`src/design/bdq_pkg.sv`:
```
`timescale 1ns / 1ps

package bdq_pkg;

  localparam int unsigned DATA_W   = 32;
  localparam int unsigned ACTION_W = 3;
  localparam int unsigned ENTRY_W  = 5;
  localparam int unsigned OUT_W    = 72;

  localparam logic [ACTION_W-1:0] ACT_PUSH_FRONT = 3'd0;
  localparam logic [ACTION_W-1:0] ACT_PUSH_BACK  = 3'd1;
  localparam logic [ACTION_W-1:0] ACT_POP_FRONT  = 3'd2;
  localparam logic [ACTION_W-1:0] ACT_POP_BACK   = 3'd3;
  localparam logic [ACTION_W-1:0] ACT_REVERSE    = 3'd4;
  localparam logic [ACTION_W-1:0] ACT_SEARCH     = 3'd5;

  localparam logic signed [DATA_W-1:0] INT_MIN = 32'sh8000_0000;
  localparam logic signed [DATA_W-1:0] INT_MAX = 32'sh7FFF_FFFF;

  typedef struct packed {
    logic clr;
    logic en;
    logic search;
  } scan_ctrl_t;

endpackage

```
`src/design/bounded_deque_with_search.sv`:
```
`timescale 1ns / 1ps
// An input word is taken in ST_IDLE; the deque then reads every entry held after the action in
// ST_RUN, and in ST_DONE registers the result word once the output register is free.
// Input is not ready until the result word is registered, so a new word is not taken while
// one is in flight; a result word held by m_axis_tready_i low stalls ST_DONE.
// Reset (rst_ni low, asynchronous) empties the deque and clears the reverse flag;
// stored values need no clearing.
module bounded_deque_with_search #(
  parameter int unsigned CAPACITY = 16
) (
  input  logic                           clk_i,
  input  logic                           rst_ni,
  input  logic                           s_axis_tvalid_i,
  output logic                           s_axis_tready_o,
  input  logic [bdq_pkg::DATA_W-1:0]     s_axis_tdata_i,  // value
  input  logic [bdq_pkg::ACTION_W-1:0]   s_axis_tuser_i,  // action
  output logic                           m_axis_tvalid_o,
  input  logic                           m_axis_tready_i,
  // found, dropped, entries[4:0], largest[31:0], smallest[31:0], zero pad
  output logic [bdq_pkg::OUT_W-1:0]      m_axis_tdata_o
);

  localparam int unsigned PTR_W = $clog2(CAPACITY);
  localparam int unsigned CNT_W = $clog2(CAPACITY + 1);

  localparam logic [1:0] ST_IDLE = 2'd0;
  localparam logic [1:0] ST_RUN  = 2'd1;
  localparam logic [1:0] ST_DONE = 2'd2;

  logic [1:0]       state_q, state_d;
  logic [PTR_W-1:0] first_q, first_d;
  logic [CNT_W-1:0] cnt_q, cnt_d;
  logic             rev_q, rev_d;
  logic [PTR_W-1:0] ptr_q, ptr_d;
  logic [CNT_W-1:0] rem_q, rem_d;
  logic             pend_q, pend_d;
  logic             srch_q, srch_d;
  logic             drop_q, drop_d;
  logic signed [bdq_pkg::DATA_W-1:0] key_q;

  logic             out_vld_q, out_vld_d;
  logic [bdq_pkg::OUT_W-1:0] out_q;

  logic             accept;
  logic             full;
  logic             low_end;
  logic [CNT_W:0]   tail_sum;
  logic [CNT_W:0]   tail_wrap;
  logic             we;
  logic [PTR_W-1:0] waddr;
  logic             re;
  logic [bdq_pkg::DATA_W-1:0] rdata;

  bdq_pkg::scan_ctrl_t scan_ctrl;
  logic                scan_found;
  logic signed [bdq_pkg::DATA_W-1:0] scan_hi;
  logic signed [bdq_pkg::DATA_W-1:0] scan_lo;

  assign s_axis_tready_o = (state_q == ST_IDLE);
  assign accept          = s_axis_tvalid_i && s_axis_tready_o;
  assign full            = (cnt_q >= CNT_W'(CAPACITY));

  assign tail_sum  = {1'b0, cnt_q} + (CNT_W + 1)'(first_q);
  assign tail_wrap = (tail_sum >= (CNT_W + 1)'(CAPACITY)) ?
                     tail_sum - (CNT_W + 1)'(CAPACITY) : tail_sum;

  always_comb begin
    first_d = first_q;
    cnt_d   = cnt_q;
    rev_d   = rev_q;
    drop_d  = 1'b0;
    we      = 1'b0;
    waddr   = PTR_W'(tail_wrap);
    low_end = 1'b0;
    case (s_axis_tuser_i)
      bdq_pkg::ACT_PUSH_FRONT, bdq_pkg::ACT_PUSH_BACK: begin
        low_end = (s_axis_tuser_i == bdq_pkg::ACT_PUSH_FRONT) != rev_q;
        if (full) begin
          drop_d = 1'b1;
        end else begin
          we    = 1'b1;
          cnt_d = cnt_q + CNT_W'(1);
          if (low_end) begin
            first_d = (first_q == '0) ? PTR_W'(CAPACITY - 1) : first_q - PTR_W'(1);
            waddr   = first_d;
          end
        end
      end
      bdq_pkg::ACT_POP_FRONT, bdq_pkg::ACT_POP_BACK: begin
        low_end = (s_axis_tuser_i == bdq_pkg::ACT_POP_FRONT) != rev_q;
        if (cnt_q != '0) begin
          cnt_d = cnt_q - CNT_W'(1);
          if (low_end) begin
            first_d = (first_q == PTR_W'(CAPACITY - 1)) ? '0 : first_q + PTR_W'(1);
          end
        end
      end
      bdq_pkg::ACT_REVERSE: begin
        rev_d = !rev_q;
      end
      default: begin
      end
    endcase
  end

  always_comb begin
    state_d   = state_q;
    ptr_d     = ptr_q;
    rem_d     = rem_q;
    pend_d    = 1'b0;
    srch_d    = srch_q;
    re        = 1'b0;
    out_vld_d = out_vld_q && !m_axis_tready_i;
    scan_ctrl = '{clr: 1'b0, en: pend_q, search: srch_q};
    case (state_q)
      ST_IDLE: begin
        if (accept) begin
          state_d       = ST_RUN;
          ptr_d         = first_d;
          rem_d         = cnt_d;
          srch_d        = (s_axis_tuser_i == bdq_pkg::ACT_SEARCH);
          scan_ctrl.clr = 1'b1;
        end
      end
      ST_RUN: begin
        if (rem_q != '0) begin
          re     = 1'b1;
          pend_d = 1'b1;
          rem_d  = rem_q - CNT_W'(1);
          ptr_d  = (ptr_q == PTR_W'(CAPACITY - 1)) ? '0 : ptr_q + PTR_W'(1);
        end else if (!pend_q) begin
          state_d = ST_DONE;
        end
      end
      ST_DONE: begin
        if (!out_vld_q || m_axis_tready_i) begin
          out_vld_d = 1'b1;
          state_d   = ST_IDLE;
        end
      end
      default: begin
        state_d = ST_IDLE;
      end
    endcase
  end

  always_ff @(posedge clk_i or negedge rst_ni) begin
    if (!rst_ni) begin
      state_q   <= ST_IDLE;
      first_q   <= '0;
      cnt_q     <= '0;
      rev_q     <= 1'b0;
      ptr_q     <= '0;
      rem_q     <= '0;
      pend_q    <= 1'b0;
      srch_q    <= 1'b0;
      drop_q    <= 1'b0;
      out_vld_q <= 1'b0;
    end else begin
      state_q   <= state_d;
      ptr_q     <= ptr_d;
      rem_q     <= rem_d;
      pend_q    <= pend_d;
      srch_q    <= srch_d;
      out_vld_q <= out_vld_d;
      if (accept) begin
        first_q <= first_d;
        cnt_q   <= cnt_d;
        rev_q   <= rev_d;
        drop_q  <= drop_d;
      end
    end
  end

  always_ff @(posedge clk_i) begin
    if (accept) begin
      key_q <= $signed(s_axis_tdata_i);
    end
    if (state_q == ST_DONE && (!out_vld_q || m_axis_tready_i)) begin
      out_q <= {1'b0, scan_lo, scan_hi, bdq_pkg::ENTRY_W'(cnt_q), drop_q,
                srch_q && scan_found};
    end
  end

  bdq_store #(
    .DEPTH (CAPACITY)
  ) u_store (
    .clk_i   (clk_i),
    .we_i    (we && accept),
    .waddr_i (waddr),
    .wdata_i (s_axis_tdata_i),
    .re_i    (re),
    .raddr_i (ptr_q),
    .rdata_o (rdata)
  );

  bdq_scan u_scan (
    .clk_i   (clk_i),
    .rst_ni  (rst_ni),
    .ctrl_i  (scan_ctrl),
    .key_i   (key_q),
    .data_i  ($signed(rdata)),
    .found_o (scan_found),
    .hi_o    (scan_hi),
    .lo_o    (scan_lo)
  );

  assign m_axis_tvalid_o = out_vld_q;
  assign m_axis_tdata_o  = out_q;

endmodule

```
`src/design/bdq_store.sv`:
```
`timescale 1ns / 1ps

module bdq_store #(
  parameter int unsigned DEPTH = 16,
  localparam int unsigned AW = $clog2(DEPTH)
) (
  input  logic                       clk_i,
  input  logic                       we_i,
  input  logic [AW-1:0]              waddr_i,
  input  logic [bdq_pkg::DATA_W-1:0] wdata_i,
  input  logic                       re_i,
  input  logic [AW-1:0]              raddr_i,
  output logic [bdq_pkg::DATA_W-1:0] rdata_o
);

  logic [bdq_pkg::DATA_W-1:0] mem_q [DEPTH];
  logic [bdq_pkg::DATA_W-1:0] rdata_q;

  always_ff @(posedge clk_i) begin
    if (we_i) begin
      mem_q[waddr_i] <= wdata_i;
    end
  end

  always_ff @(posedge clk_i) begin
    if (re_i) begin
      rdata_q <= mem_q[raddr_i];
    end
  end

  assign rdata_o = rdata_q;

endmodule

```
`src/design/bdq_scan.sv`:
```
`timescale 1ns / 1ps

// one entry per cycle while ctrl_i.en is set: key match (search only), running max and min
module bdq_scan (
  input  logic                              clk_i,
  input  logic                              rst_ni,
  input  bdq_pkg::scan_ctrl_t               ctrl_i,
  input  logic signed [bdq_pkg::DATA_W-1:0] key_i,
  input  logic signed [bdq_pkg::DATA_W-1:0] data_i,
  output logic                              found_o,
  output logic signed [bdq_pkg::DATA_W-1:0] hi_o,
  output logic signed [bdq_pkg::DATA_W-1:0] lo_o
);

  logic                              hit_q, hit_d;
  logic signed [bdq_pkg::DATA_W-1:0] hi_q, hi_d;
  logic signed [bdq_pkg::DATA_W-1:0] lo_q, lo_d;

  always_comb begin
    hit_d = hit_q;
    hi_d  = hi_q;
    lo_d  = lo_q;
    if (ctrl_i.clr) begin
      hit_d = 1'b0;
      hi_d  = bdq_pkg::INT_MIN;
      lo_d  = bdq_pkg::INT_MAX;
    end else if (ctrl_i.en) begin
      if (ctrl_i.search && (data_i == key_i)) begin
        hit_d = 1'b1;
      end
      if (data_i > hi_q) begin
        hi_d = data_i;
      end
      if (data_i < lo_q) begin
        lo_d = data_i;
      end
    end
  end

  always_ff @(posedge clk_i or negedge rst_ni) begin
    if (!rst_ni) begin
      hit_q <= 1'b0;
      hi_q  <= bdq_pkg::INT_MIN;
      lo_q  <= bdq_pkg::INT_MAX;
    end else begin
      hit_q <= hit_d;
      hi_q  <= hi_d;
      lo_q  <= lo_d;
    end
  end

  assign found_o = hit_q;
  assign hi_o    = hi_q;
  assign lo_o    = lo_q;

endmodule
```
`config.mk`:
```
export PLATFORM = sky130hd
export DESIGN_NAME = bounded_deque_with_search
export DESIGN_NICKNAME = d
export VERILOG_FILES = /design/src/design/bdq_pkg.sv /design/src/design/bounded_deque_with_search.sv /design/src/design/bdq_store.sv /design/src/design/bdq_scan.sv
export SDC_FILE = /design/constraint.sdc
export NUM_CORES = 1
export LEC_CHECK = 0
export BUFFER_PORTS_ARGS = -buffer_cell sky130_fd_sc_hd__buf_2
export CAP_MARGIN = 5
export CORE_MARGIN = 1.5
export CORE_UTILIZATION = 60
export CTS_CLUSTER_DIAMETER = 30
export DETAILED_ROUTE_END_ITERATION = 8
export GPL_TIMING_DRIVEN = 0
export HOLD_SLACK_MARGIN = 0.02
export PLACE_DENSITY = 0.78
export SYNTH_ARGS = -nofsm -noshare
export SYNTH_HDL_FRONTEND = slang
export SYNTH_SLANG_ARGS = --single-unit
export TNS_END_PERCENT = 30
```
`constraint.sdc`:
```
create_clock -name clk_i -period 5.6 [get_ports clk_i]
set_input_delay 1.12 -clock clk_i [delete_from_list [all_inputs] [get_ports clk_i]]
set_output_delay 1.12 -clock clk_i [all_outputs]
set_load 0.01 [all_outputs]
```
==> impl_metrics.json, run 1 <==
{
  "status": "finished, final reports clean",
  "ff2ff_path_depth": 8,
  "slowest_delay_ns": 0.70,
  "syn_inst": 1853,
  "grt-ovfl-total": 0,
  "synth_fp_nets": 1968,
  "grt_pass1_wl_mm": 115.0,
  "cts_tree": "built",
  "drt_wl_total_mm": 77.49,
  "rsz0062_at_grt": "no",
  "p_sw_frac": 0.3385,
  "cts-buffers-inserted": 134,
  "worstPathRequired_ns": 6.01,
  "final_cell_mix": "edfxtp_1 (647), buf_2 (144), nand2_1 (136), clkbuf_16 (134), mux2i_1 (109)",
  "finalSetupViolCount": 0,
  "grt_start_max_net_pins": 55,
  "final_common_cell": "edfxtp_1",
  "first_iter_violations": 2085,
  "yosysSeqAreaShare": 0.7222,
  "p_per_area_nw_per_um2": 580.1,
  "cts_resized": 0,
  "utilization": 0.7458,
  "hold_viol_final": 0,
  "finalClockSkew_ns": 0.02493,
  "fin_nets": 2237,
  "drv_cap": 0,
  "vdd_drop_max_v": 0.0003153,
  "leakagePower_uw": 0.01348,
  "crit_top_cell": "nand2_1",
  "yosysWarnings": 0,
  "clkTransAtPathRegs_ns": 0.06,
  "num_rows": 81,
  "fin_cells": 2897,
  "vias_per_cell": 6.388,
  "ant_nets": 0,
  "timing.slew.headroom": 0.1354,
  "min_period_over_period": 0.6448,
  "syn_area_per_cell_um2": 16.23,
  "antenna_found_initial": 3,
  "crit_slowest_cell": "nor2_4",
  "pwr-share-clk": 0.380,
  "total_power_uw": 21270,
  "netlist_area_um2": 30080,
  "wire_per_inst_um": 26.75,
  "cellInternalPower_uw": 14070,
  "die_y_um": 226.9,
  "initial_core_util": 0.6119,
  "core_area_um2": 49150,
  "preCtsSetupSlack_ns": 1.551,
  "worst_slack_ns": 1.989,
  "io_pins": 113,
  "dieArea_um2": 51480,
  "drive_above_1_share": 0.2429,
  "placedCellCount": 2650,
  "ys_types": 69,
  "critPathLaunchType": "register",
  "cp.arrival_ns": 4.02,
  "place_congestion": 0.8778,
  "power.share.sequential": 0.351,
  "fin_crit_ns": 3.611,
  "port_buffers": 111,
  "hold_path_class": "input pin to async pin",
  "postCtsHoldBufs": 0,
  "drc": 0,
  "max_freq_mhz": 276.9,
  "cts_setup_buffers": 0,
  "htreeDepth": 4,
  "placed_cell_area_um2": 32100,
  "dp_hpwl_mm": 48.56,
  "first_pass_iters": 5,
  "tightest_slew_ns": 1.297,
  "worstSkewPairLatency_ns": 0.72,
  "grt_pass1_vias": 18800,
  "cts-root-buf": "clkbuf_16",
  "die_x_um": 226.9,
  "crit_type": "register to register",
  "clock_sinks": 737,
  "switchingPower_uw": 7198,
  "share_comb_of_total_power": 0.269,
  "path_cells": "nor2_1, nand2_1, inv_1, clkbuf_1, and3_1, nand2_1, nor2_4, buf_12",
  "synth-seq-cells": 737,
  "end_kind": "register",
  "grtUsageTotal": 0.3124,
  "finalMaxSlewViolations": 0,
  "area_delta_synth_final_pct": 21.89,
  "crit_path_max_fanout": 19,
  "vias": 18510,
  "ys.flop_type": "edfxtp_1",
  "async_flop_share": 0.1221,
  "design_area_um2": 36660,
  "synth_edf_count": 647,
  "cts.path.max_buffers": 3
}
[cell type report]
class	instances	area (µm²)
Antenna cell	2	5.005
Buffer	89	389.1
Inverter	79	296.5
Clock inverter	103	1172
Tap cell	664	830.8
Fill cell	2708	12490
Multi-Input combinational cell	948	7819
Timing Repair Buffer	133	1044
Sequential cell	737	21720
Clock buffer	142	3383
[layer usage]
layer | track usage | share of wire | up-vias
li1 | - | - | 7827
met1 | 0.3913 | 0.37 | 9322
met2 | 0.5059 | 0.49 | 1136
met3 | 0.08216 | 0.098 | 218
met4 | 0.1576 | 0.041 | 2
met5 | 0 | 0.00019 | -
[sequential cells by signal, indices dropped and copies added, names as in the netlist, 4 cells and up]
name / count
u_store.mem_q: 512
m_axis_tdata_o: 71
key_q: 32
u_scan.hi_o: 32
u_scan.lo_o: 32
u_store.rdata_o: 32
cnt_q: 5
rem_q: 5
first_q: 4
ptr_q: 4
[synthesized netlist by cell type, types with 8 or more instances]
cell type    n  area [µm²]
clkbuf_1    40       150.1
nand2_1    136       510.5
edfxtp_1   647       19430
a22oi_1     32       240.2
nor2_1      39       146.4
a21oi_1     77       385.4
nand3_1     39       195.2
xor2_1      25       219.0
nor4_1       9       56.30
o22a_1      30       262.8
ha_1        75       938.4
mux2_2      21       236.5
buf_2       33       165.2
mux4_2      64        1441
o21ai_1     31       155.2
inv_1       79       296.5
xnor2_1     19       166.4
dfrtp_1     58        1451
nand4_1     18       112.6
nor3_1       8       40.04
mux2i_1    109        1091
dfstp_2     32       840.8
o21ai_0     91       455.4
buf_1       13       48.80
a221oi_1    34       297.8
[stage by stage]
stage | hold slack, ns | setup TNS (ns)
6_report | 0.3991 | 0
5_1_grt | 0.4191 | 0
4_1_cts | 0.3749 | 0
3_5_place_dp | 0.4500 | 0
3_3_place_gp | 0.4383 | -149.91
2_1_floorplan | 0.4196 | 0
[power by group through the flow]
stage	Clock, µW	Combinational [µW]	Sequential [µW]
finish	8080	5720	7470
global route	8400	6150	7510
CTS	8130	5640	7440
detailed placement	0	5510	7520
global placement	0	5130	7550
floorplan	0	3640	7310
[worst max-delay path, delay by kind of cell (launching register included)]
| kind | cells | cell delay (ns) |
|---|---|---|
| and+or+nand+nor | 5 | 1.89 |
| buffers and inverters | 3 | 0.98 |
| DFF | 1 | 0.42 |
[cell families (layout without fill, tap and decap cells)]
logic type	after synthesis	after routing	synth area share
compound gates	347	347	0.07397
fa+ha+maj	76	76	0.03187
flops	737	737	0.7222
other cells	1	3	0.0001247
mux	194	194	0.09206
xor+xnor	44	44	0.01281
simple gates	286	286	0.04426
buf+inv	168	546	0.02271
[path summary, 6_finish.rpt]
path	start	endpoint	slack, ns
max	state_q[1]$_DFFE_PN0P_	u_store.mem_q[1][21]$_DFFE_PP_	1.99
min	rst_ni	ptr_q[0]$_DFFE_PN0P_	0.40
max reg2reg	state_q[1]$_DFFE_PN0P_	u_store.mem_q[1][21]$_DFFE_PP_	1.99
min reg2reg	drop_q$_DFFE_PN0P_	m_axis_tdata_o[1]$_DFFE_PP_	0.44
max in group asynchronous	rst_ni	u_scan.lo_o[20]$_DFFE_PN1P_	4.48
min in group clk_i	drop_q$_DFFE_PN0P_	m_axis_tdata_o[1]$_DFFE_PP_	0.44
Note: power is estimated with default switching activity, not from simulation.
==> run 2: changes to the inputs <==
==> constraint.sdc (replaced) <==
create_clock -name clk_i -period 3.5 [get_ports clk_i]
set_input_delay 0.7 -clock clk_i [delete_from_list [all_inputs] [get_ports clk_i]]
set_output_delay 0.7 -clock clk_i [all_outputs]
set_load 0.01 [all_outputs]
==> run 2 against run 1 <==
Effect of this change:
- total power up 60%
- worst setup slack lost 1.7 ns
- wire length up 0.41%
- critical path depth stayed put
- cell count fell by 0.14%
- register-to-register slack lost 1.7 ns
- sequential cell count unchanged
- combinational power up 60%
- sequential power rose by 59%
- worst hold slack worse by 0.12 ns
- critical path type unchanged
- largest power group unchanged
==> impl_metrics.json, run 2 (synthesis gave the netlist of run 1 again) <==
{
  "holdPathEnd": "m_axis_tvalid_o$_DFF_PN0_",
  "antenna_found_initial": 1,
  "r2r_slack_ns": 0.25,
  "drt_wl_total_mm": 77.81,
  "max_freq_mhz": 308.1,
  "worstSkewPairLatency_ns": 0.73,
  "ant_nets": 0,
  "io_pins": 113,
  "fin_crit_ns": 3.245,
  "core_area_um2": 49150,
  "ff2ff_path_depth": 8,
  "htreeDepth": 4,
  "drive_above_1_share": 0.2375,
  "hold_depth": 2,
  "preCtsSetupSlack_ns": -0.1462,
  "vdd_drop_max_v": 0.0005216,
  "largest_register_ffs": 512,
  "total_power_uw": 33930,
  "end_kind": "register",
  "cts-buffers-inserted": 130,
  "first_iter_violations": 1951,
  "tightest_slew_ns": 1.354,
  "num_rows": 81,
  "crit_type": "register to register",
  "rsz0062_at_grt": "no",
  "worstPathRequired_ns": 3.90,
  "largest_register": "u_store.mem_q",
  "final_cell_mix": "edfxtp_1 (647), buf_2 (144), nand2_1 (136), clkbuf_16 (135), mux2i_1 (109)",
  "initial_core_util": 0.6119,
  "min_period_over_period": 0.9273,
  "timing.slew.headroom": 0.09703,
  "finalMaxSlewViolations": 0,
  "clkTransAtPathRegs_ns": 0.05,
  "grtUsageTotal": 0.3118,
  "cts-root-buf": "clkbuf_16",
  "dr.max_layer_used": "met4",
  "finalSetupViolCount": 0,
  "final_common_cell": "edfxtp_1",
  "worst_slack_ns": 0.2546,
  "port_buffers": 111,
  "routed-wl-met3_mm": 7.088,
  "status": "finished, final reports clean",
  "finalClockSkew_ns": 0.02315,
  "drc": 0,
  "cts_tree": "built",
  "area_delta_synth_final_pct": 21.88,
  "cp.arrival_ns": 3.65,
  "p_per_area_nw_per_um2": 925.7,
  "grt_start_max_net_pins": 54,
  "leakagePower_uw": 0.01346,
  "place_congestion": 0.8799,
  "wl_met2_mm": 38.00,
  "die_y_um": 226.9,
  "hold_path_class": "input pin to register",
  "grt_pass1_wl_mm": 114.8,
  "wire_per_inst_um": 26.90,
  "die_x_um": 226.9,
  "first_pass_iters": 5,
  "r2r_end": "u_store.mem_q[9][19]$_DFFE_PP_",
  "fin_nets": 2236,
  "critPathLaunchType": "register",
  "vias_per_cell": 6.372,
  "vias": 18430,
  "dieArea_um2": 51480,
  "clock_sinks": 737,
  "fill_cells": 2734,
  "drv_cap": 0,
  "dp_hpwl_mm": 48.79,
  "cts.path.max_buffers": 3,
  "finalSetupTns_ns": 0,
  "routedLengthMet1_mm": 29.36,
  "grt_pass1_vias": 18680,
  "crit_path_max_fanout": 20,
  "min_from": "m_axis_tready_i",
  "worstReg2RegStart": "state_q[1]$_DFFE_PN0P_",
  "grt-ovfl-total": 0,
  "hold_viol_final": 0
}
==> run 2: worst max-delay path by stage <==
stage | start | end
floorplan | s_axis_tuser_i[1] | u_store.mem_q[11][0]$_DFFE_PP_
global placement | s_axis_tvalid_i | u_store.mem_q[1][19]$_DFFE_PP_
detailed placement | s_axis_tuser_i[1] | u_store.mem_q[0][26]$_DFFE_PP_
CTS | state_q[1]$_DFFE_PN0P_ | u_store.mem_q[9][18]$_DFFE_PP_
global route | first_q[0]$_DFFE_PN0P_ | u_store.mem_q[3][25]$_DFFE_PP_
finish | state_q[1]$_DFFE_PN0P_ | u_store.mem_q[9][19]$_DFFE_PP_
==> run 2: layout make-up <==
class	count	area, µm²	area share
Clock buffer	151	3438	0.09380
Antenna cell	2	5.005	0.0001365
Inverter	79	296.5	0.008090
Timing Repair Buffer	136	1109	0.03024
Clock inverter	87	1046	0.02854
Multi-Input combinational cell	948	7821	0.2134
Sequential cell	737	21720	0.5926
Tap cell	664	830.8	0.02266
Buffer	89	389.1	0.01062
==> run 2: what timing repair did <==
action,CTS,global route
setup endpoints to repair,56,28
gates cloned,0,0
hold buffers,1,0
buffers inserted,2,1
pin swaps,2,1
resized for setup,1,1
endpoints found under the hold margin,27,0
==> run 2: where the power goes <==
group / total (µW) / internal [µW] / switching, µW
logic: 9150 / 3380 / 5780
clock network: 12800 / 8370 / 4470
registers: 11900 / 10900 / 1040
total: 33900 / 22700 / 11300
==> run 2: through the flow <==
stage / area, µm² / utilization / cells / hold slack (ns)
4_1_cts: 36630 / 0.7452 / 2890 / 0.2416
2_1_floorplan: 30080 / - / 1853 / 0.4044
3_5_place_dp: 32090 / 0.6529 / 2649 / 0.4384
6_report: 36660 / 0.7458 / 2893 / 0.2823
3_3_place_gp: 31470 / 0.6402 / 2628 / 0.4322
5_1_grt: 36650 / 0.7457 / 2892 / 0.3080
==> run 2: routing by layer <==
metal  vias to the layer above  GRT usage
met5                         -          0
met4                         0     0.1639
met3                       224    0.07257
met2                      1160     0.4969
met1                      9240     0.4020
li1                       7810          -
==> run 2: critical path: stages (launching register included) <==
cell and delay (ns):
dfrtp_1 0.43, nor2_1 0.19, nand2_1 0.36, inv_1 0.20, clkbuf_2 0.33, and3_1 0.24, nand2_1 0.26, nor2_4 0.60
buf_12 0.27
==> run 3: changes to the inputs <==
--- a/config.mk
+++ b/config.mk
@@ -16,5 +16,6 @@
 export PLACE_DENSITY = 0.78
 export SYNTH_ARGS = -nofsm -noshare
 export SYNTH_HDL_FRONTEND = slang
+export SYNTH_HIERARCHICAL = 1
 export SYNTH_SLANG_ARGS = --single-unit
 export TNS_END_PERCENT = 30
==> constraint.sdc (replaced) <==
create_clock -name clk_i -period 3.7 [get_ports clk_i]
set_input_delay 0.74 -clock clk_i [delete_from_list [all_inputs] [get_ports clk_i]]
set_output_delay 0.74 -clock clk_i [all_outputs]
set_load 0.01 [all_outputs]
==> run 3 against run 2 <==
Effect of this change:
- wire length up 7.0%
- synthesized area up 2.9%
- die area up 2.8%
- global-route usage about the same
- critical path type unchanged
==> impl_metrics.json, run 3 <==
{
  "p_sw_frac": 0.3457,
  "p_per_area_nw_per_um2": 912.5,
  "cts_tree": "built",
  "hold_path_class": "input pin to async pin",
  "hold_viol_final": 0,
  "timing.slew.headroom": 0.3205,
  "async_flop_share": 0.1221,
  "vdd_drop_max_v": 0.0004624,
  "grt-ovfl-total": 0,
  "clkTransAtPathRegs_ns": 0.05,
  "min_period_over_period": 0.9864,
  "crit_path_max_fanout": 20,
  "netlist_area_um2": 30940,
  "worstPathRequired_ns": 4.06,
  "yosys.area.top_type_share": 0.6280,
  "setup.worst_path.start": "cnt_q[0]$_DFFE_PN0P_",
  "core_area_um2": 51090,
  "synthTopCellsByArea": "edfxtp_1 (63%), mux4_2 (9.3%), dfrtp_1 (4.7%)",
  "vias": 18790,
  "ff2ff_path_depth": 7,
  "drc": 0,
  "r2r_end": "u_store/mem_q[2][18]$_DFFE_PP_",
  "final_cell_mix": "edfxtp_1 (647), buf_2 (132), mux4_2 (128), clkbuf_16 (123), inv_1 (78)",
  "pwr-share-clk": 0.339,
  "tightest_slew_ns": 1.017,
  "finalSetupViolCount": 0,
  "drv_cap": 0,
  "finalClockSkew_ns": 0.03928,
  "first_pass_iters": 5,
  "whs_ns": 0.07908,
  "dp_hpwl_mm": 47.77,
  "fill_cells": 2941,
  "synth.most_common_cell": "edfxtp_1",
  "initial_core_util": 0.6055,
  "fin_nets": 2151,
  "grt_pass1_wl_mm": 120.4,
  "dieArea_um2": 52930,
  "yosysSeqAreaShare": 0.7021,
  "vias_per_cell": 6.655,
  "area_delta_synth_final_pct": 20.97,
  "synth-seq-cells": 737,
  "die_x_um": 230.1,
  "worstSkewPairLatency_ns": 0.69,
  "worstReg2RegStart": "cnt_q[0]$_DFFE_PN0P_",
  "htreeDepth": 3,
  "clock_sinks": 737,
  "switchingPower_uw": 11810,
  "preCtsSetupSlack_ns": -0.5956,
  "cts.path.max_buffers": 3,
  "final_common_cell": "edfxtp_1",
  "ys.flop_type": "edfxtp_1",
  "cellInternalPower_uw": 22350,
  "grtUsageTotal": 0.3121,
  "regArea_um2": 21720,
  "yosysWarnings": 6,
  "die_y_um": 230.1,
  "fin_cells": 2824,
  "synth_common_cells": "edfxtp_1 (647), mux4_2 (128), inv_1 (79), ha_1 (74), nand2_1 (72)",
  "share_comb_of_total_power": 0.327,
  "synth_edf_count": 647,
  "ys_types": 81,
  "syn_inst": 1772,
  "antenna_found_initial": 4,
  "ant_nets": 0,
  "largest_register": "u_store/mem_q",
  "drt_wl_total_mm": 83.26,
  "grt_start_max_net_pins": 49,
  "syn_area_per_cell_um2": 17.46,
  "io_pins": 113,
  "cts-root-buf": "clkbuf_16",
  "grt_pass1_vias": 19160,
  "port_buffers": 110,
  "postCtsHoldBufs": 0,
  "cts-buffers-inserted": 121,
  "cp.arrival_ns": 4.01,
  "status": "finished, final reports clean",
  "first_iter_violations": 2461,
  "wire_per_inst_um": 29.48,
  "multi_input_area_um2": 8572,
  "r2r_slack_ns": 0.05,
  "fin_crit_ns": 3.650,
  "num_rows": 83,
  "leakagePower_uw": 0.01373,
  "worst_slack_ns": 0.05019,
  "power.share.sequential": 0.335,
  "synth_fp_nets": 1886,
  "max_freq_mhz": 274.0,
  "largest_register_ffs": 512,
  "finalMaxSlewViolations": 0,
  "place_congestion": 0.8869,
  "end_kind": "register",
  "crit_type": "register to register",
  "yosys.area.top_type": "edfxtp_1",
  "drive_above_1_share": 0.2946,
  "critPathLaunchType": "register",
  "placedCellCount": 2586
}
## run 3: cell count changes in the layout (fill, tap and decap cells not counted), sizes merged, moves of 32 or more
cell,previous run,this run
o21ai,123,21
mux4,64,128
nand2,136,72
o22ai,3,66
mux2i,109,65
a21oi,77,40
a22oi,32,67
a221oi,34,1
nor2,39,71
## run 3: critical path: stages (launching register included)
cell	delay [ns]
dfrtp_1	0.58
ha_1	0.26
inv_1	0.06
fa_1	0.45
a21oi_2	0.57
nand2b_1	0.42
nor2_4	0.69
buf_12	0.28
## run 3: worst max-delay path by stage
| stage | cells after the start | endpoint | slack, ns |
|---|---|---|---|
| after floorplan | 7 | u_store/mem_q[15][0]$_DFFE_PP_ | -0.45 |
| after global placement | 7 | u_store/mem_q[7][11]$_DFFE_PP_ | -2.37 |
| after detailed placement | 8 | u_store/mem_q[7][11]$_DFFE_PP_ | -0.60 |
| after CTS | 9 | u_store/mem_q[5][2]$_DFFE_PP_ | 0.03 |
| after global routing | 8 | u_store/mem_q[2][18]$_DFFE_PP_ | -0.04 |
| final | 7 | u_store/mem_q[2][18]$_DFFE_PP_ | 0.05 |
## run 3: stage by stage
stage | total power, µW | TNS (ns) | instance area [µm²] | utilization
floorplan | 18960 | -154.54 | 30960 | -
global placement | 21410 | -1064.56 | 32360 | 0.6334
finish | 34150 | 0 | 37430 | 0.7325
CTS | 33830 | 0 | 37320 | 0.7303
detailed placement | 22060 | -151.86 | 33060 | 0.6470
global route | 35410 | -0.5662 | 37430 | 0.7325
## run 3: metal layers
layer / GRT usage / part of all wire / up-vias
li1: - / - / 7681
met1: 0.4014 / 0.36 / 9551
met2: 0.5152 / 0.49 / 1291
met3: 0.06374 / 0.096 / 267
met4: 0.1446 / 0.046 / 4
met5: 0 / 0.00037 / -
## run 3: area by class of cell
class	instances	area share
clock inverters	92	0.02858
flip-flops and latches	737	0.5804
clock buffers	136	0.08435
inverters	80	0.008024
plain buffers	91	0.01347
diodes	2	0.0001337
repair buffers	142	0.03330
multi-input cells	864	0.2290
well taps	680	0.02273
## run 3: repair_timing
action                     4_1_cts  5_1_grt
setup endpoints to repair      320      183
gates resized for setup          3        3
pin swaps                        1        7
setup buffers                    2        6
## run 3: power groups by stage
stage                     logic, µW  clock network (µW)  registers, µW
final                         11200               11600          11400
after global placement         9960                   0          11500
after floorplan                8000                   0          11000
after global routing          11900               12000          11500
after CTS                     10900               11600          11400
after detailed placement      10600                   0          11500
## run 3: logic make-up after synthesis
group / count (synthesis) / synth area share
flops: 737 / 0.7021
compound gates: 283 / 0.06523
simple gates: 238 / 0.03826
mux: 226 / 0.1262
buf+inv: 171 / 0.02592
fa+ha+maj: 75 / 0.03057
xor+xnor: 41 / 0.01161
other cells: 1 / 0.0001212
